--- config.mk ---
export PLATFORM = sky130hd
export DESIGN_NAME = palv_walk
export DESIGN_NICKNAME = d
export VERILOG_FILES = /design/src/hdl/palv_pkg.sv /design/src/hdl/palv_walk.sv
export SDC_FILE = /design/constraint.sdc
export NUM_CORES = 1
export LEC_CHECK = 0
export BUFFER_PORTS_ARGS = -buffer_cell sky130_fd_sc_hd__buf_2
export CELL_PAD_IN_SITES_DETAIL_PLACEMENT = 2
export CELL_PAD_IN_SITES_GLOBAL_PLACEMENT = 2
export CORE_ASPECT_RATIO = 1.5
export CORE_MARGIN = 2
export CORE_UTILIZATION = 29
export CTS_CLUSTER_SIZE = 30
export DETAILED_ROUTE_END_ITERATION = 8
export PLACE_DENSITY_LB_ADDON = 0.1
export SYNTH_ARGS = -nofsm -noshare
export SYNTH_HDL_FRONTEND = slang
export SYNTH_SLANG_ARGS = --single-unit
--- constraint.sdc ---
create_clock -name aclk -period 2.54 [get_ports aclk]
set_input_delay 0.127 -clock aclk [delete_from_list [all_inputs] [get_ports aclk]]
set_output_delay 0.127 -clock aclk [all_outputs]
set_load 0.05 [all_outputs]
--- src/hdl/palv_pkg.sv ---
`timescale 1ns / 1ps

package palv_pkg;

    // ASCII codes used by the classifier
    localparam logic [7:0] CH_UC_A  = 8'h41;
    localparam logic [7:0] CH_UC_Z  = 8'h5A;
    localparam logic [7:0] CH_LC_A  = 8'h61;
    localparam logic [7:0] CH_LC_E  = 8'h65;
    localparam logic [7:0] CH_LC_I  = 8'h69;
    localparam logic [7:0] CH_LC_O  = 8'h6F;
    localparam logic [7:0] CH_LC_U  = 8'h75;
    localparam logic [7:0] CH_LC_Z  = 8'h7A;
    localparam logic [7:0] CH_DIG_0 = 8'h30;
    localparam logic [7:0] CH_DIG_9 = 8'h39;
    localparam logic [7:0] CASE_OFS = 8'h20;

    localparam int NUM_VOWELS = 5;
    localparam int FIELD_W    = 11;

    typedef enum logic [2:0] {
        VOWEL_A,
        VOWEL_E,
        VOWEL_I,
        VOWEL_O,
        VOWEL_U,
        VOWEL_NONE
    } vowel_t;

    typedef enum logic [2:0] {
        ST_IDLE,
        ST_LOAD,
        ST_WALK,
        ST_DRAIN,
        ST_EMIT
    } walk_state_t;

    typedef struct packed {
        logic idle;
        logic emit;
        logic palindrome;
    } walk_status_t;

    function automatic logic [7:0] to_lower(input logic [7:0] b);
        logic [7:0] r;
        r = b;
        if (b >= CH_UC_A && b <= CH_UC_Z) begin
            r = b + CASE_OFS;
        end
        return r;
    endfunction

    function automatic logic is_alnum(input logic [7:0] lc);
        return (lc >= CH_LC_A && lc <= CH_LC_Z) || (lc >= CH_DIG_0 && lc <= CH_DIG_9);
    endfunction

    function automatic vowel_t vowel_slot(input logic [7:0] lc);
        vowel_t v;
        unique case (lc)
            CH_LC_A: v = VOWEL_A;
            CH_LC_E: v = VOWEL_E;
            CH_LC_I: v = VOWEL_I;
            CH_LC_O: v = VOWEL_O;
            CH_LC_U: v = VOWEL_U;
            default: v = VOWEL_NONE;
        endcase
        return v;
    endfunction

endpackage

--- src/hdl/palv_walk.sv ---
`timescale 1ns / 1ps

// Palindrome walk: reads both ends of the store a pair per cycle.
module palv_walk #(
    parameter int CW = 11,
    parameter int AW = 10
) (
    input  logic                   aclk,
    input  logic                   aresetn,
    input  logic                   start,
    input  logic [CW-1:0]          stored_count,
    input  logic                   out_free,
    input  logic [7:0]             rd_data_a,
    input  logic [7:0]             rd_data_b,
    output logic                   rd_en,
    output logic [AW-1:0]          rd_addr_a,
    output logic [AW-1:0]          rd_addr_b,
    output palv_pkg::walk_status_t status
);

    import palv_pkg::*;

    walk_state_t   state_reg, state_next;
    logic [AW-1:0] lo_reg, lo_next;
    logic [AW-1:0] hi_reg, hi_next;
    logic          cmp_valid_reg, cmp_valid_next;
    logic          mismatch_reg, mismatch_next;
    logic          last_pair;

    // no further pair once lo + 1 >= hi - 1
    assign last_pair = !(({1'b0, lo_reg} + 2'd2) < {1'b0, hi_reg});

    always_comb begin
        state_next = state_reg;
        unique case (state_reg)
            ST_IDLE:  if (start) begin
                state_next = ST_LOAD;
            end
            ST_LOAD:  if (stored_count < CW'(2)) begin
                state_next = ST_EMIT;
            end else begin
                state_next = ST_WALK;
            end
            ST_WALK:  if (last_pair) begin
                state_next = ST_DRAIN;
            end
            ST_DRAIN: state_next = ST_EMIT;
            ST_EMIT:  if (out_free) begin
                state_next = ST_IDLE;
            end
            default:  state_next = ST_IDLE;
        endcase
    end

    always_comb begin
        lo_next        = lo_reg;
        hi_next        = hi_reg;
        mismatch_next  = mismatch_reg;
        cmp_valid_next = (state_reg == ST_WALK);
        if (state_reg == ST_LOAD) begin
            lo_next       = '0;
            hi_next       = AW'(stored_count - 1'b1);
            mismatch_next = 1'b0;
        end else if (state_reg == ST_WALK) begin
            lo_next = lo_reg + 1'b1;
            hi_next = hi_reg - 1'b1;
        end
        if (cmp_valid_reg && (rd_data_a != rd_data_b)) begin
            mismatch_next = 1'b1;
        end
    end

    always_comb begin
        rd_en             = (state_reg == ST_WALK);
        rd_addr_a         = lo_reg;
        rd_addr_b         = hi_reg;
        status.idle       = (state_reg == ST_IDLE);
        status.emit       = (state_reg == ST_EMIT) && out_free;
        status.palindrome = !mismatch_reg;
    end

    always_ff @(posedge aclk) begin
        if (!aresetn) begin
            state_reg     <= ST_IDLE;
            cmp_valid_reg <= 1'b0;
            mismatch_reg  <= 1'b0;
        end else begin
            state_reg     <= state_next;
            cmp_valid_reg <= cmp_valid_next;
            mismatch_reg  <= mismatch_next;
        end
    end

    always_ff @(posedge aclk) begin
        lo_reg <= lo_next;
        hi_reg <= hi_next;
    end

endmodule

==> summary.txt, run 1 <==
Outcome
  – Status: finished, final reports clean

Cells and area
  – ANT cells: 0
  – Area grow syn2layout: 24.4%
  – Multi-input logic area: 0.00108 mm²
  – Register area: 603 µm²
  – Layout cell share with drive strength beyond 1: 27.5%
  – Fill count: 666
  – Layout Nets: 299
  – Design Area, Final: 0.00218 mm²

Clock tree
  – CTS Buffer Depth: 2
  – Cts bufs inserted: 3
  – Clock insertion delay at the later pin of the skew report: 0.28 ns
  – Clock transition at the registers of the reported paths: 0.09 ns
  – Clock tree sinks: 25
  – # H-tree levels: 1
  – Root Driver: clkbuf_8
  – TritonCTS clock tree: done

Synth
  – Post-synthesis simple-gate area fraction: 24.1%
  – Top cells by area, synth: dfxtp_1 (17%), edfxtp_1 (17%), xnor2_1 (11%)
  – Register bit count reported by yosys: 25
  – Syn Area/Cell: 8.94 µm²
  – Post-synth top flop: dfxtp_1
  – Synth unique cells: 37
  – Adder-cell share of the synthesized area: 8.57%
  – Post-synth ARST share: 0%
  – Post-synthesis mux area share: 3.43%
  – Area fraction of the dominant cell type after synthesis: 17.1%
  – Most common library cells after synthesis: xnor2_1 (22), nor2_1 (17), dfxtp_1 (15)
  – Count of flip-flops with a built-in enable after synthesis: 10
  – Syn Nets: 239
  – Synth Warn #: 0
  – Compound-Gate Fraction of Synth Area: 8.00%
  – Post-synthesis sequential area ratio: 34.3%
  – Top-count cell post-synth: xnor2_1
  – Largest area contributor in the synthesized netlist: dfxtp_1
  – Mapped Area: 0.00175 mm²
  – XOR/XNOR share of the synthesized area: 17.5%
  – Cells after Synth: 196
  – Largest family of logic cells by synthesized area: simple AND/OR/NAND/NOR gates

Min path
  – Worst Hold Class: in -> reg

Setup path
  – Crit-path max FO: 7
  – CP required: 2.69 ns
  – CP Capture Type: register
  – CP arrival: 2.53 ns
  – Crit Path Class: reg -> reg
  – Critical path startpoint category: register
  – Setup slack, reg-to-reg: 0.16 ns

Routing
  – Drt initial violations: 43
  – WL per Instance: 16.0 µm
  – DR top layer: met4
  – DR vias: 1,640
  – Vias per inst: 5.02
  – DR DRC count: 0
  – Met2 wire length: 2760 µm
  – Met1 WL: 2180 µm
  – Final wirelength: 5220 µm
  – DR pass1 iterations: 4
  – Met3 wire length: 217 µm
  – Post-route antenna net violation count: 0

Timing
  – Final Cycle Share: 93.6%
  – Rel. slew slack: 59.5%
  – Slew @ Worst Pin: 0.603 ns
  – Clock skew: 0.00392 ns
  – Peak Freq: 421 MHz
  – Fin. Hold Viols: 0
  – Fin crit period: 2.38 ns
  – Final setup vio count: 0
  – RSZ-0062 raised after global routing: no
  – Worst hold slack: 0.150 ns
  – Setup TNS: 0 ns
  – Max-slew violation count: 0
  – Worst setup margin: 0.163 ns

Global routing
  – Vias in the first global route: 1,745
  – Gr usage total: 16.5%
  – Grt ovf: 0
  – Largest net degree at the start of global routing: 25
  – Initial antenna violation count: 0
  – First-pass GRT wire length: 8450 µm

Power
  – Pleak: 0.940 nW
  – Pwr dens: 684 mW/mm²
  – Worst-case vdd ir drop: 0.310 mV

Placement
  – DP Worst Slack: 0.241 ns
  – Port bufs: 54
  – Gp weighted congestion: 0.698
  – HPWL after DPL: 4160 µm
  – Dpl cell area: 0.00213 mm²

Die
  – DIE HEIGHT: 99.2 µm
  – Die W: 67.5 µm
  – I/O pin count: 55
  – Rows: 34
  – Placeable Area: 0.00583 mm²
  – Die footprint: 0.00669 mm²
  – Starting Density: 30.1%

Job
  – Max_cap viols: 0
==> layout make-up <==
type                    count  area share [%]
multi-input cells         154            49.8
flip-flops and latches     25            27.7
repair buffers             59            14.1
well taps                  72            4.13
inverters                  13            2.24
clock buffers               4            2.07
==> layout by cell type, fill, tap and decap left out, types with 3 or more instances in the layout <==
| master | count |
|---|---|
| nor3_1 | 10 |
| nand2_1 | 10 |
| ha_1 | 12 |
| xor2_1 | 13 |
| edfxtp_1 | 10 |
| nor4_1 | 4 |
| a21oi_1 | 9 |
| buf_2 | 54 |
| nand4_1 | 6 |
| xnor2_1 | 22 |
| buf_4 | 5 |
| mux2i_1 | 6 |
| o21ai_0 | 8 |
| nand3_1 | 9 |
| clkbuf_8 | 3 |
| dfxtp_1 | 13 |
| inv_1 | 13 |
| or2_2 | 3 |
| nor2_1 | 17 |
==> what timing repair did <==
item                       CTS  global route
setup endpoints to repair    0             1
gates resized for setup      0             1
setup buffers                0             0
hold buffers                 0             0
==> worst max-delay path, stage by stage, from the launching register on <==
cell	delay [ns]
dfxtp_1	0.46
nand4_1	0.17
or2_2	0.32
nor2_1	0.12
xor2_1	0.18
ha_1	0.27
a21oi_1	0.17
nor2b_1	0.07
o41ai_1	0.36
o21ai_0	0.13
==> through the flow <==
stage,util [%],instances,total power [W]
final,37.4,327,0.00149
after global placement,36.6,323,0.00124
after global routing,37.4,327,0.00159
after floorplan,-,196,0.00104
after CTS,37.4,327,0.00152
after detailed placement,36.6,323,0.00126
==> metal layers <==
metal | up-vias | track usage, %
li1 | 811 | -
met1 | 774 | 19.3
met2 | 48 | 30.8
met3 | 7 | 2.49
met5 | - | 0
met4 | 0 | 3.61
==> worst paths after layout <==
kind,startpoint,to,depth (start not counted)
worst min-delay path,out_free,state_reg[2],3
worst min register to register,mismatch_reg,mismatch_reg,2
worst max register to register,rd_addr_a[5],state_reg[0],9
worst max-delay path,rd_addr_a[5],state_reg[0],9
==> power breakdown <==
part           internal (W)  switching [W]  total, W
sequential         0.000502      0.0000793  0.000581
combinational      0.000207       0.000446  0.000653
clock              0.000113       0.000144  0.000257
==> cell families (layout without fill, tap and decap cells) <==
| group | count (synthesis) | in the layout |
|---|---|---|
| xor gates and xnor gates | 35 | 35 |
| muxes | 6 | 6 |
| buffers and inverters | 17 | 76 |
| and+or+nand+nor | 77 | 77 |
| AOI/OAI and AO/OA | 24 | 24 |
| adders and majority gates | 12 | 12 |
| DFF | 25 | 25 |
No activity file was read; power rests on OpenSTA's default activity.
==> run 2: changes to the inputs <==
--- a/config.mk
+++ b/config.mk
@@ -8,12 +8,13 @@
 export BUFFER_PORTS_ARGS = -buffer_cell sky130_fd_sc_hd__buf_2
 export CELL_PAD_IN_SITES_DETAIL_PLACEMENT = 2
 export CELL_PAD_IN_SITES_GLOBAL_PLACEMENT = 2
-export CORE_ASPECT_RATIO = 1.5
+export CORE_ASPECT_RATIO = 1.4
 export CORE_MARGIN = 2
 export CORE_UTILIZATION = 29
 export CTS_CLUSTER_SIZE = 30
 export DETAILED_ROUTE_END_ITERATION = 8
 export PLACE_DENSITY_LB_ADDON = 0.1
+export RECOVER_POWER = 25
 export SYNTH_ARGS = -nofsm -noshare
 export SYNTH_HDL_FRONTEND = slang
 export SYNTH_SLANG_ARGS = --single-unit
==> summary.txt, run 2 (same netlist as run 1, synthesis figures left out) <==
Setup path
  – Crit Path Class: reg -> reg
  – CP arrival: 2.45 ns
  – Crit path max-delay family: simple AND/OR/NAND/NOR gates
  – CP max stage delay: 0.45 ns
  – Crit-path max FO: 6
  – Reg2reg start: rd_addr_a[2]
  – CP cell instances: ha_1, nand3_1, nor3_1, xor2_1, ha_1, nor2b_1, o41ai_1, o21ai_0
  – Critical path startpoint category: register
  – CP required: 2.69 ns
  – Critical path origin: rd_addr_a[2]
  – CP most frequent cell: ha_1
  – WP buf/inv: 0
  – Slowest cell on crit path: dfxtp_1
  – CP Capture Type: register

Die
  – Rows: 33
  – Starting Density: 29.9%
  – DIE HEIGHT: 96.0 µm
  – Placeable Area: 0.00586 mm²
  – I/O pin count: 55
  – Die W: 69.7 µm
  – Die footprint: 0.00669 mm²

Routing
  – WL per Instance: 15.8 µm
  – Final wirelength: 5140 µm
  – Vias per inst: 5.01
  – Post-route antenna net violation count: 0
  – DR DRC count: 0
  – DR vias: 1,628
  – Drt initial violations: 30
  – DR pass1 iterations: 4

Global routing
  – First-pass GRT wire length: 8430 µm
  – Grt ovf: 0
  – Largest net degree at the start of global routing: 25
  – Vias in the first global route: 1,781
  – Gr usage total: 15.7%
  – Initial antenna violation count: 0

Clock tree
  – Clock transition at the registers of the reported paths: 0.10 ns
  – Clock tree sinks: 25
  – Root Driver: clkbuf_8
  – Cts bufs inserted: 3
  – CTS Buffer Depth: 2
  – TritonCTS clock tree: done
  – Cts hold-fix bufs: 0
  – # resized after CTS: 0
  – # H-tree levels: 1
  – Setup Fix Bufs, Post-CTS: 0
  – Clock insertion delay at the later pin of the skew report: 0.28 ns

Min path
  – Hold Crit Start: out_free
  – Worst Hold Class: in -> reg

Cells and area
  – ANT cells: 0
  – Design Area, Final: 0.00216 mm²
  – Most frequent cells in the layout: buf_2 (40), xnor2_1 (22), nor2_1 (17)
  – Layout Nets: 299
  – Multi-input logic area: 0.00108 mm²
  – Area grow syn2layout: 23.2%
  – Layout cell share with drive strength beyond 1: 21.6%
  – Register area: 602 µm²
  – Most common cell after layout, fill and taps aside: buf_2
  – Fill count: 720

Timing
  – Fin. Hold Viols: 0
  – Final setup vio count: 0
  – Clock skew: 0.0110 ns
  – Fin crit period: 2.30 ns
  – Peak Freq: 435 MHz
  – Slew @ Worst Pin: 0.638 ns
  – RSZ-0062 raised after global routing: no
  – Rel. slew slack: 57.1%
  – Max-slew violation count: 0
  – Final Cycle Share: 90.4%
  – Setup TNS: 0 ns

Placement
  – Dpl cell area: 0.00213 mm²
  – Gp weighted congestion: 0.674
  – HPWL after DPL: 4140 µm
  – Port bufs: 54

Power
  – Worst-case vdd ir drop: 0.335 mV
  – Pwr dens: 682 mW/mm²
  – Pleak: 0.897 nW

Outcome
  – Status: finished, final reports clean

Job
  – Max_cap viols: 0
run 2: layer usage:
metal,share of wire [%],global-route usage [%],vias up
li1,-,-,809
met1,44,18.4,775
met2,51,30.4,39
met3,3.3,1.88,5
met4,0.93,3.37,0
met5,0,0,-
run 2: worst paths after layout:
path / to / slack (ns) / cells after the start
worst max-delay path: state_reg[0] / 0.24 / 8
worst min register to register: mismatch_reg / 0.47 / 2
worst min-delay path: state_reg[2] / 0.15 / 3
worst max register to register: state_reg[0] / 0.24 / 8
run 2: through the flow:
| step | hold WS [ns] | cells | util [%] | power (W) | setup slack, ns |
|---|---|---|---|---|---|
| 6_report | 0.146 | 325 | 36.8 | 0.00147 | 0.243 |
| 4_1_cts | 0.137 | 325 | 37.1 | 0.00152 | 0.227 |
| 3_5_place_dp | 0.438 | 321 | 36.3 | 0.00125 | 0.265 |
| 5_1_grt | 0.186 | 325 | 36.8 | 0.00158 | 0.0790 |
| 3_3_place_gp | 0.440 | 321 | 36.3 | 0.00124 | 0.337 |
| 2_1_floorplan | 0.264 | 196 | - | 0.00104 | 0.0388 |
run 2: cell type report:
cell class	instances	share of cell area, %
sequential	25	27.9
clock buffer	4	2.09
tap	70	4.06
timing repair buffer	59	13.4
inverter	13	2.26
multi-input combinational	154	50.3
run 2: worst reg2reg max path: stages (launching register included):
cell and delay [ns]:
dfxtp_1 0.45, ha_1 0.25, nand3_1 0.18, nor3_1 0.27, xor2_1 0.21, ha_1 0.27
nor2b_1 0.13, o41ai_1 0.29, o21ai_0 0.12
run 2: report_power, final:
group	leakage, nW	switching (W)	internal (W)
Combinational	0.658	0.000444	0.000197
Sequential	0.216	0.0000782	0.000501
Clock	0.0228	0.000140	0.000113
