**config.mk**
```make
export PLATFORM = sky130hd
export DESIGN_NAME = palv_intake
export DESIGN_NICKNAME = d
export VERILOG_FILES = /design/src/hdl/palv_pkg.sv /design/src/hdl/palv_intake.sv
export SDC_FILE = /design/constraint.sdc
export NUM_CORES = 1
export LEC_CHECK = 0
export ABC_CLOCK_PERIOD_IN_PS = 4800
export BUFFER_PORTS_ARGS = -buffer_cell sky130_fd_sc_hd__buf_4
export CAP_MARGIN = 20
export CORE_MARGIN = 3
export CORE_UTILIZATION = 54
export DETAILED_ROUTE_END_ITERATION = 10
export PLACE_DENSITY = 0.81
export SKIP_LAST_GASP = 1
export SYNTH_ARGS = -nofsm -noshare
export SYNTH_HDL_FRONTEND = slang
export SYNTH_SLANG_ARGS = --single-unit
export TNS_END_PERCENT = 10
```
**constraint.sdc**
```tcl
create_clock -name aclk -period 4.8 [get_ports aclk]
set_input_delay 0.96 -clock aclk [delete_from_list [all_inputs] [get_ports aclk]]
set_output_delay 0.96 -clock aclk [all_outputs]
set_load 0.02 [all_outputs]
```
**src/hdl/palv_pkg.sv**
```systemverilog
`timescale 1ns / 1ps

package palv_pkg;

    // ASCII codes used by the classifier
    localparam logic [7:0] CH_UC_A  = 8'h41;
    localparam logic [7:0] CH_UC_Z  = 8'h5A;
    localparam logic [7:0] CH_LC_A  = 8'h61;
    localparam logic [7:0] CH_LC_E  = 8'h65;
    localparam logic [7:0] CH_LC_I  = 8'h69;
    localparam logic [7:0] CH_LC_O  = 8'h6F;
    localparam logic [7:0] CH_LC_U  = 8'h75;
    localparam logic [7:0] CH_LC_Z  = 8'h7A;
    localparam logic [7:0] CH_DIG_0 = 8'h30;
    localparam logic [7:0] CH_DIG_9 = 8'h39;
    localparam logic [7:0] CASE_OFS = 8'h20;

    localparam int NUM_VOWELS = 5;
    localparam int FIELD_W    = 11;

    typedef enum logic [2:0] {
        VOWEL_A,
        VOWEL_E,
        VOWEL_I,
        VOWEL_O,
        VOWEL_U,
        VOWEL_NONE
    } vowel_t;

    typedef enum logic [2:0] {
        ST_IDLE,
        ST_LOAD,
        ST_WALK,
        ST_DRAIN,
        ST_EMIT
    } walk_state_t;

    typedef struct packed {
        logic idle;
        logic emit;
        logic palindrome;
    } walk_status_t;

    function automatic logic [7:0] to_lower(input logic [7:0] b);
        logic [7:0] r;
        r = b;
        if (b >= CH_UC_A && b <= CH_UC_Z) begin
            r = b + CASE_OFS;
        end
        return r;
    endfunction

    function automatic logic is_alnum(input logic [7:0] lc);
        return (lc >= CH_LC_A && lc <= CH_LC_Z) || (lc >= CH_DIG_0 && lc <= CH_DIG_9);
    endfunction

    function automatic vowel_t vowel_slot(input logic [7:0] lc);
        vowel_t v;
        unique case (lc)
            CH_LC_A: v = VOWEL_A;
            CH_LC_E: v = VOWEL_E;
            CH_LC_I: v = VOWEL_I;
            CH_LC_O: v = VOWEL_O;
            CH_LC_U: v = VOWEL_U;
            default: v = VOWEL_NONE;
        endcase
        return v;
    endfunction

endpackage

```
**src/hdl/palv_intake.sv**
```systemverilog
`timescale 1ns / 1ps

// Byte intake: length, vowel counters, flags, and store writes.
module palv_intake #(
    parameter int MAX_CHARS = 1024,
    parameter int CW        = 11,
    parameter int AW        = 10
) (
    input  logic                 aclk,
    input  logic                 aresetn,
    input  logic                 take,
    input  logic [7:0]           char_code,
    input  logic                 clear,
    output logic                 wr_en,
    output logic [AW-1:0]        wr_addr,
    output logic [7:0]           wr_data,
    output logic [CW-1:0]        length_count,
    output logic [CW-1:0]        stored_count,
    output logic [4:0][CW-1:0]   vowel_count,
    output logic                 overflow
);

    import palv_pkg::*;

    logic [CW-1:0]      length_reg, length_next;
    logic [CW-1:0]      stored_reg, stored_next;
    logic [4:0][CW-1:0] vowel_reg, vowel_next;
    logic               term_reg, term_next;
    logic               ovf_reg, ovf_next;

    logic [7:0] lc;
    vowel_t     slot;
    logic       alnum;

    assign lc    = to_lower(char_code);
    assign slot  = vowel_slot(lc);
    assign alnum = is_alnum(lc);

    always_comb begin
        length_next = length_reg;
        stored_next = stored_reg;
        vowel_next  = vowel_reg;
        term_next   = term_reg;
        ovf_next    = ovf_reg;
        wr_en       = 1'b0;
        if (clear) begin
            length_next = '0;
            stored_next = '0;
            vowel_next  = '0;
            term_next   = 1'b0;
            ovf_next    = 1'b0;
        end else if (take && !term_reg) begin
            if (char_code == 8'h00) begin
                term_next = 1'b1;
            end else if (length_reg >= CW'(MAX_CHARS)) begin
                ovf_next = 1'b1;
            end else begin
                length_next = length_reg + 1'b1;
                if (slot != VOWEL_NONE) begin
                    vowel_next[slot] = vowel_reg[slot] + 1'b1;
                end
                // stored never exceeds length, so there is always room here
                if (alnum) begin
                    wr_en       = 1'b1;
                    stored_next = stored_reg + 1'b1;
                end
            end
        end
    end

    always_ff @(posedge aclk) begin
        if (!aresetn) begin
            length_reg <= '0;
            stored_reg <= '0;
            vowel_reg  <= '0;
            term_reg   <= 1'b0;
            ovf_reg    <= 1'b0;
        end else begin
            length_reg <= length_next;
            stored_reg <= stored_next;
            vowel_reg  <= vowel_next;
            term_reg   <= term_next;
            ovf_reg    <= ovf_next;
        end
    end

    assign wr_addr      = stored_reg[AW-1:0];
    assign wr_data      = lc;
    assign length_count = length_reg;
    assign stored_count = stored_reg;
    assign vowel_count  = vowel_reg;
    assign overflow     = ovf_reg;

endmodule

```
==> summary.txt, run 1 <==
Global route
  – GRT Resource Usage Total: between 20% and 30%
  – First-pass GRT wire length: 20000 um
  – Gr ovfl total: 0
  – Pin count of the biggest net entering global routing: 51
  – Vias in the first global route: about 3900
  – Initial antenna violation count: 0

Clock network
  – Post-CTS setup buffer count: 0
  – Root buffer cell: clkbuf_8
  – Sink Count: 79
  – Worst skew pair latency: between 0.3 and 0.4 ns
  – Clock tree buffer depth: 2
  – Post-CTS Resized: 0
  – Post-CTS Hold Fix Bufs: 0
  – CTS tree: done
  – Clock H-tree levels: 3
  – Clock slew at reported path FFs: about 0.08 ns
  – Number of buffers created by CTS: 9

Route
  – Routed len/inst: 17.7 um
  – Pre-antenna DRT Iters: 5
  – Vias per std cell: slightly above 6
  – Routed Antenna Nets: 0
  – DR iter-0 viols: ~260
  – Routed wire length: roughly 13000 um
  – Vias: between 4000 and 5000
  – DRC: 0

Pwr
  – Max VDD drop: ~0.17 mV
  – Cell area power density: 229 nW/um^2
  – LEAKAGE: between 2 and 2.5 nW
  – Total Power: about 0.0012 W

Layout
  – Area growth from synthesis to layout: 22.3%
  – Final cell count without fillers: 721
  – Max reg flops: 55
  – ANT cells: 0
  – Layout Nets: about 630
  – Share of cells above drive strength 1: between 20% and 30%

Synthesis
  – Post-synth top area share: 36.3%
  – Synth cell types: 65
  – Register area share after synthesis: 36.3%
  – Top FF cell, synth: dfxtp_1
  – Post-synth EDFFs: 0
  – Yosys warns: 0
  – Most common cell in the netlist: dfxtp_1
  – Mapped Cells: between 500 and 600
  – Synthesized Nets: 547
  – Largest cells by area after synthesis: dfxtp_1 36%, nor2_1 6.1%, a211oi_1 4.6%
  – Syn avg cell area: approximately 8.2 um^2
  – Yosys reg bits: between 70 and 80
  – Yosys top cell by area: dfxtp_1
  – Synth Cell Area: ~4400 um^2
  – Async SR Flop Fraction: 0%
  – Post-synth top cells: 79 x dfxtp_1, 71 x nor2_1, 36 x nand2_1, 32 x a21oi_1, 27 x a211oi_1

Placement
  – Pre-CTS setup slack: just over 0.7 ns
  – Gpl congestion: around 0.96
  – HPWL after DPL: 9180 um
  – PortBufs: 108
  – Dpl cells: 704

Timing
  – RSZ-0062 raised after global routing: false
  – Max Clock Skew: between 0.01 and 0.015 ns
  – Rel. slew slack: 48.0%
  – Final setup fails: 0
  – Tcrit/Tclk final: 78.3%
  – Minimum clock period: roughly 3.8 ns
  – Final Hold Vio Count: 0
  – Final worst slack: 1.04 ns
  – Least-Margin Pin Slew: approximately 0.77 ns
  – Max frequency: between 0.2 and 0.3 GHz
  – Setup TNS: 0 ns
  – Fin. max-slew vios: 0

Floorplan
  – Rows: 32
  – Total core area: slightly below 8000 um^2
  – Io pins: around 110
  – DIE WIDTH: 95.8 um
  – DIE HEIGHT: 95.8 um
  – Die outline area: around 9200 um^2
  – Initial core utilization: between 50% and 60%

Critical path
  – CP required: about 5.1 ns
  – Critical Path Source Type: input port
  – Crit end category: flop
  – Critical path class: input port to flop
  – Data arrival, critical path: ~4.0 ns
  – Crit path max fanout: 12

Run status
  – Status: complete, no violations

Job
  – MaxCap Viol Count: 0

Min path
  – Hold Crit Class: flop to flop
-- kinds of logic (layout without fill, tap and decap cells) --
kind of cell	Yosys count	after routing	synth area share, %
buffers and inverters	64	153	7.61
AND/OR/NAND/NOR	208	208	25.1
AO/OA/AOI/OAI	135	135	21.1
adder cells (fa/ha/maj)	5	5	1.44
flip-flops	79	79	36.3
multiplexers	14	14	3.42
XOR/XNOR	25	25	5.02
-- per-layer routing --
layer	global-route usage, %	up-vias	part of all wire [%]
met5	0	-	0
met4	8.89	0	1.7
met3	6.41	24	6.8
met2	44.0	164	47
met1	37.5	2103	44
li1	-	2084	-
-- report_power, final --
part	internal [W]	switching, W
Combinational	0.0000377	0.0000745
Clock	0.000201	0.000249
Sequential	0.000656	0.00000146
Total	0.000895	0.000325
-- critical path, stage by stage --
cell	delay, ns
buf_4	0.15
ha_1	0.30
nor2b_1	0.21
o211a_1	0.40
and3_1	0.24
a41o_1	0.15
and2_1	0.31
ha_1	0.23
and3_1	0.24
nand4_2	0.23
or4_1	0.54
o311ai_1	0.08
-- area by class of cell --
type	count	area, um^2
multi-input combinational	387	2460
fill	651	2430
clock inverter	5	33.8
inverter	12	45.0
clock buffer	11	141
tap	102	128
sequential	79	1580
timing repair buffer	125	946
-- through the flow --
stage / cell area, um^2 / hold slack [ns] / utilization (%)
2_1_floorplan: 4360 / 0.428 / -
4_1_cts: 5320 / 0.474 / 68.5
3_3_place_gp: 5140 / 0.441 / 66.2
5_1_grt: 5330 / 0.517 / 68.7
6_report: 5330 / 0.473 / 68.7
3_5_place_dp: 5140 / 0.457 / 66.2
-- worst paths after layout --
kind,startpoint,endpoint,slack (ns),depth (start not counted)
worst max-delay path,char_code[5],vowel_count[32],1.04,12
worst min-delay path,term_reg,term_reg,0.47,2
worst max register to register,vowel_count[11],vowel_count[32],2.18,9
worst min register to register,term_reg,term_reg,0.47,2
-- placed cells by master, fill, tap and decap left out, drive strengths merged, types with 14 or more instances in the layout --
cell type,Yosys,final
nor4,15,15
nand2,37,37
o21ai,25,25
dfxtp,79,79
nor2,71,71
a21oi,32,32
nand3,14,14
buf,33,125
nand4,15,15
a211oi,27,27
nor3,16,16
Power figures use the tool's default switching activity.
==> run 2: changes to the inputs <==
- ABC_CLOCK_PERIOD_IN_PS: 4800 -> 3630
- clock period: 4.8 -> 3.63 ns (I/O delays scaled with it)
==> summary.txt, run 2 (synthesized netlist as in run 1, its figures left out) <==
Layout
  – Share of cells above drive strength 1: 27.9% (+1.4 points)
  – Most frequent cells in the layout: 138 x buf_4, 79 x dfxtp_1, 71 x nor2_1
  – Register area: 1580 um^2 (unchanged)
  – Fillers: 651 (unchanged)
  – Layout Nets: 644 (+2.1%)
  – Multi-input logic area: 2460 um^2 (unchanged)
  – Final cell count without fillers: 733 (+1.7%)
  – Max reg flops: 55 (unchanged)
  – ANT cells: 0 (unchanged)
  – Commonest non-fill, non-tap cell in the layout: buf_4
  – Area growth from synthesis to layout: 25.2%

Pwr
  – Cell area power density: 318 nW/um^2 (+39%)
  – LEAKAGE: 2.21 nW (+3.5%)
  – Max VDD drop: 0.215 mV (+29%)

Critical path
  – Data arrival, critical path: 2.62 ns (-1.41 ns)
  – Crit path cell chain: buf_4 > buf_4 > a21oi_1 > or3_1 > a31oi_1 > o21ai_0 > or2_1 > nor2_1 > buf_4
  – Crit-path max cell delay: 0.40 ns (-0.14 ns)
  – Worst path bufs/invs: 3 (+2)
  – Most frequent CP cell: buf_4
  – Crit path max-delay cell type: or3_1
  – Critical path class: input port to output pin
  – Crit path max fanout: 16 (+4)
  – CP required: 2.90 ns (-2.17 ns)
  – Reg-to-reg endpoint: vowel_count[53]
  – R2r setup slk: 1.14 ns (-1.04 ns)
  – Crit end category: output pin
  – Critical Path Source Type: input port
  – Reg-to-Reg Start: term_reg
  – Top delay family on crit path: simple AND/OR/NAND/NOR gates
  – Cells on worst reg2reg path: 9 (unchanged)

Route
  – DR iter-0 viols: 416 (+61%)
  – Pre-antenna DRT Iters: 7 (+2)
  – Routed Antenna Nets: 0 (unchanged)
  – Routed len/inst: 17.8 um (+0.95%)
  – Routed wire length: 13100 um (+2.6%)
  – Vias: 4490 (+2.6%)
  – DRC: 0 (unchanged)
  – Vias per std cell: 6.13 (+0.95%)

Clock network
  – Clock tree buffer depth: 2 (unchanged)
  – CTS tree: done
  – Number of buffers created by CTS: 9 (unchanged)
  – Sink Count: 79 (unchanged)
  – Root buffer cell: clkbuf_8
  – Clock H-tree levels: 3 (unchanged)
  – Post-CTS Resized: 0 (unchanged)
  – Post-CTS Hold Fix Bufs: 0 (unchanged)
  – Post-CTS setup buffer count: 0 (unchanged)
  – Clock slew at reported path FFs: 0.07 ns (about the same)
  – Worst skew pair latency: 0.36 ns (about the same)

Timing
  – Tcrit/Tclk final: around 90%
  – Max Clock Skew: 0.0111 ns (+0.000230 ns)
  – Setup TNS: 0 ns (unchanged)
  – Final Hold Vio Count: 0 (unchanged)
  – Max frequency: 0.299 GHz
  – Final hold slack: 0.469 ns (-0.00422 ns)
  – Rel. slew slack: 25.5% (-23 points)
  – RSZ-0062 raised after global routing: false
  – Final setup fails: 0 (unchanged)
  – Least-Margin Pin Slew: 1.11 ns (+0.339 ns)
  – Minimum clock period: about 3.3 ns
  – Fin. max-slew vios: 0 (unchanged)

Floorplan
  – Rows: 32 (unchanged)
  – DIE WIDTH: 95.8 um (unchanged)
  – Die outline area: 9190 um^2 (unchanged)
  – Io pins: 109 (unchanged)
  – Initial core utilization: 56.1% (unchanged)
  – Total core area: 7770 um^2 (unchanged)
  – DIE HEIGHT: 95.8 um (unchanged)

Placement
  – Gpl congestion: 1.02 (+6.8%)
  – Dpl cells: 718 (+2.0%)
  – HPWL after DPL: 9480 um (+3.3%)
  – PortBufs: 108 (unchanged)

Global route
  – First-pass GRT wire length: 20300 um (+1.6%)
  – Pin count of the biggest net entering global routing: 49 (-3.9%)
  – Initial antenna violation count: 0 (unchanged)
  – Gr ovfl total: 0 (unchanged)
  – GRT Resource Usage Total: 28.4% (+0.54 points)
  – Vias in the first global route: 3979 (+1.5%)

Min path
  – Worst Hold End: term_reg
  – HP Start: term_reg
  – Hold depth: 2 (unchanged)
  – Hold Crit Class: flop to flop

Run status
  – Status: complete, no violations

Job
  – MaxCap Viol Count: 0 (unchanged)
## run 2: cell count changes in the layout (fill, tap and decap cells not counted), sizes merged
cell,before,now
bufinv,0,2
clkbuf,11,10
clkinv,3,1
buf,125,138
## run 2: worst register-to-register path, delay by kind of cell, from the launching register on
kind            cells  cell delay (ns)
compound gates      2             0.42
flops               1             0.31
buf+inv             2             0.55
simple gates        4             1.04
mux                 1             0.12
## run 2: power breakdown
| part | switching [W] | leakage, nW | internal [W] |
|---|---|---|---|
| sequential | 0.00000206 | 0.636 | 0.000867 |
| combinational | 0.000100 | 1.48 | 0.0000539 |
| clock | 0.000327 | 0.0986 | 0.000385 |
## run 2: final cells by class
type,count,share of cell area (%)
sequential,79,29.0
timing repair buffer,138,19.0
clock inverter,5,1.54
multi-input combinational,387,45.0
clock buffer,10,2.34
inverter,12,0.825
tap,102,2.34
## run 2: layer usage
metal | up-vias | wire (um) | GRT usage, %
met5 | - | 0 | 0
met2 | 212 | 6070 | 44.2
met1 | 2148 | 5650 | 39.9
met3 | 19 | 1180 | 4.77
li1 | 2111 | - | -
met4 | 0 | 171 | 9.00
## run 2: stage by stage
step / utilization (%) / setup WS (ns) / area (um^2) / total power [W]
floorplan: - / 0.000407 / 4360 / 0.000989
global placement: 67.6 / 0.172 / 5250 / 0.00104
detailed placement: 67.6 / 0.0737 / 5250 / 0.00104
CTS: 70.3 / 0.313 / 5460 / 0.00174
global route: 70.3 / 0.106 / 5460 / 0.00179
finish: 70.3 / 0.281 / 5460 / 0.00173
## run 2: worst max-delay path by stage
stage                 startpoint               to  slack [ns]  depth (start not counted)
CTS                 char_code[2]            wr_en        0.31                          9
detailed placement  char_code[6]  vowel_count[32]        0.07                         12
global placement    char_code[6]  vowel_count[32]        0.17                         12
floorplan           char_code[5]  vowel_count[32]      0.0004                         15
finish              char_code[2]            wr_en        0.28                          9
global route        char_code[2]            wr_en        0.11                          9
==> run 3: changes to the inputs <==
- CELL_PAD_IN_SITES_DETAIL_PLACEMENT: unset -> 0
- CELL_PAD_IN_SITES_GLOBAL_PLACEMENT: unset -> 2
- CORE_UTILIZATION: 54 -> 32
- CTS_BUF_LIST: unset -> sky130_fd_sc_hd__clkbuf_4 sky130_fd_sc_hd__clkbuf_8
- PLACE_DENSITY: 0.81 -> unset
- PLACE_DENSITY_LB_ADDON: unset -> 0.1
==> summary.txt, run 3 (synthesized netlist as in run 1, its figures left out) <==
Critical path
  – Critical path class: input port to flop
  – Crit path max fanout: 10 (-6)
  – CP required: 3.90 ns (+1.00 ns)
  – Critical Path Source Type: input port
  – Crit end category: flop
  – Data arrival, critical path: 3.51 ns (+0.89 ns)
  – Cells on worst reg2reg path: 9 (unchanged)
  – Crit path from: char_code[6]
  – Reg-to-Reg Start: vowel_count[11]

Clock network
  – Sink Count: 79 (unchanged)
  – Worst skew pair latency: 0.36 ns (about the same)
  – Clock H-tree levels: 3 (unchanged)
  – CTS tree: done
  – Number of buffers created by CTS: 9 (unchanged)
  – Clock slew at reported path FFs: 0.08 ns (about the same)
  – Root buffer cell: clkbuf_8
  – Post-CTS setup buffer count: 0 (unchanged)
  – Clock tree buffer depth: 2 (unchanged)
  – Post-CTS Resized: 0 (unchanged)
  – Post-CTS Hold Fix Bufs: 0 (unchanged)

Job
  – MaxCap Viol Count: 0 (unchanged)

Route
  – Vias: 4309 (-4.0%)
  – Vias per std cell: 5.29 (-14%)
  – Routed Antenna Nets: 0 (unchanged)
  – Routed wire length: 14200 um (+8.9%)
  – DRC: 0 (unchanged)
  – Routed len/inst: 17.5 um (-2.1%)
  – DR iter-0 viols: 205 (-51%)
  – Pre-antenna DRT Iters: 5 (-2)

Placement
  – Gpl congestion: 0.888 (-13%)
  – Dpl cell area: 5400 um^2 (+2.9%)
  – PortBufs: 108 (unchanged)
  – HPWL after DPL: 10500 um (+11%)

Global route
  – Initial antenna violation count: 0 (unchanged)
  – Pin count of the biggest net entering global routing: 44 (-10%)
  – Gr ovfl total: 0 (unchanged)
  – Vias in the first global route: 3968 (-0.28%)
  – First-pass GRT wire length: 22000 um (+8.1%)
  – GRT Resource Usage Total: 18.9% (-9.4 points)

Min path
  – Hold depth: 2 (unchanged)
  – Hold Crit Class: flop to flop
  – HP Start: term_reg

Floorplan
  – DIE HEIGHT: 123 um (+28%)
  – Total core area: 13300 um^2 (+71%)
  – Io pins: 109 (unchanged)
  – Die outline area: 15100 um^2 (+64%)
  – Initial core utilization: 32.8% (-23 points)
  – DIE WIDTH: 123 um (+28%)
  – Rows: 42 (+31%)

Timing
  – Setup TNS: 0 ns (unchanged)
  – Max frequency: 0.308 GHz (+3.2%)
  – Rel. slew slack: 62.5% (+37 points)
  – RSZ-0062 raised after global routing: false
  – Max Clock Skew: 0.0143 ns (+0.00318 ns)
  – Least-Margin Pin Slew: 0.562 ns (-0.551 ns)
  – Tcrit/Tclk final: 89.4% (-2.9 points)
  – Fin. max-slew vios: 0 (unchanged)
  – Minimum clock period: 3.24 ns (-0.105 ns)
  – Final Hold Vio Count: 0 (unchanged)
  – Final setup fails: 0 (unchanged)

Layout
  – Layout Nets: 651 (+1.1%)
  – Multi-input logic area: 2460 um^2 (+0.20%)
  – Max reg flops: 55 (unchanged)
  – Fillers: 1361 (+110%)
  – Register area: 1580 um^2 (unchanged)
  – ANT cells: 0 (unchanged)
  – Most frequent cells in the layout: 145 x buf_4, 79 x dfxtp_1, 71 x nor2_1
  – Finished layout cell area: 5610 um^2 (+2.8%)
  – Area growth from synthesis to layout: 28.7%
  – Commonest non-fill, non-tap cell in the layout: buf_4
  – Share of cells above drive strength 1: 29.1% (+1.2 points)

Run status
  – Status: complete, no violations

Pwr
  – Cell area power density: 309 nW/um^2 (-2.8%)
  – Max VDD drop: 0.141 mV (-34%)
  – LEAKAGE: 2.26 nW (+2.1%)
==> run 3: per-layer routing <==
metal	global-route usage [%]	wire length [um]
met2	28.7	6360
met4	6.16	191
met1	27.2	7060
met5	0	0
met3	3.09	619
==> run 3: layout make-up <==
cell class / count / share of cell area, %
sequential: 79 / 28.2
clock buffer: 14 / 3.10
inverter: 12 / 0.803
timing repair buffer: 145 / 19.4
tap: 176 / 3.93
clock inverter: 2 / 0.691
multi-input combinational: 387 / 43.9
==> run 3: metrics by stage <==
stage,setup WS [ns],hold WS [ns],cells,total power [W],util [%]
4_1_cts,0.421,0.469,815,0.00176,42.2
2_1_floorplan,0.000407,0.428,530,0.000989,-
6_report,0.385,0.464,815,0.00173,42.2
3_5_place_dp,0.0393,0.449,799,0.00105,40.6
3_3_place_gp,0.127,0.438,799,0.00105,40.6
5_1_grt,0.205,0.511,815,0.00181,42.2
==> run 3: worst paths after layout <==
path	slack (ns)	to
hold reg to reg	0.46	term_reg
setup / recovery	0.39	vowel_count[32]
setup reg to reg	1.11	vowel_count[32]
hold / removal	0.46	term_reg
==> run 3: power breakdown <==
part           internal, W  switching, W  total (W)
clock network     0.000381      0.000328   0.000709
logic            0.0000551      0.000101   0.000156
registers         0.000867    0.00000189   0.000869
==> run 3: critical path, stage by stage <==
cell and delay, ns:
buf_4 0.13, ha_1 0.28, nor2b_1 0.22, o211a_1 0.23, and3_1 0.32, a41o_1 0.17
and2_1 0.16, ha_1 0.19, and3_1 0.19, nand4_2 0.25, or4_1 0.55, o311ai_1 0.08
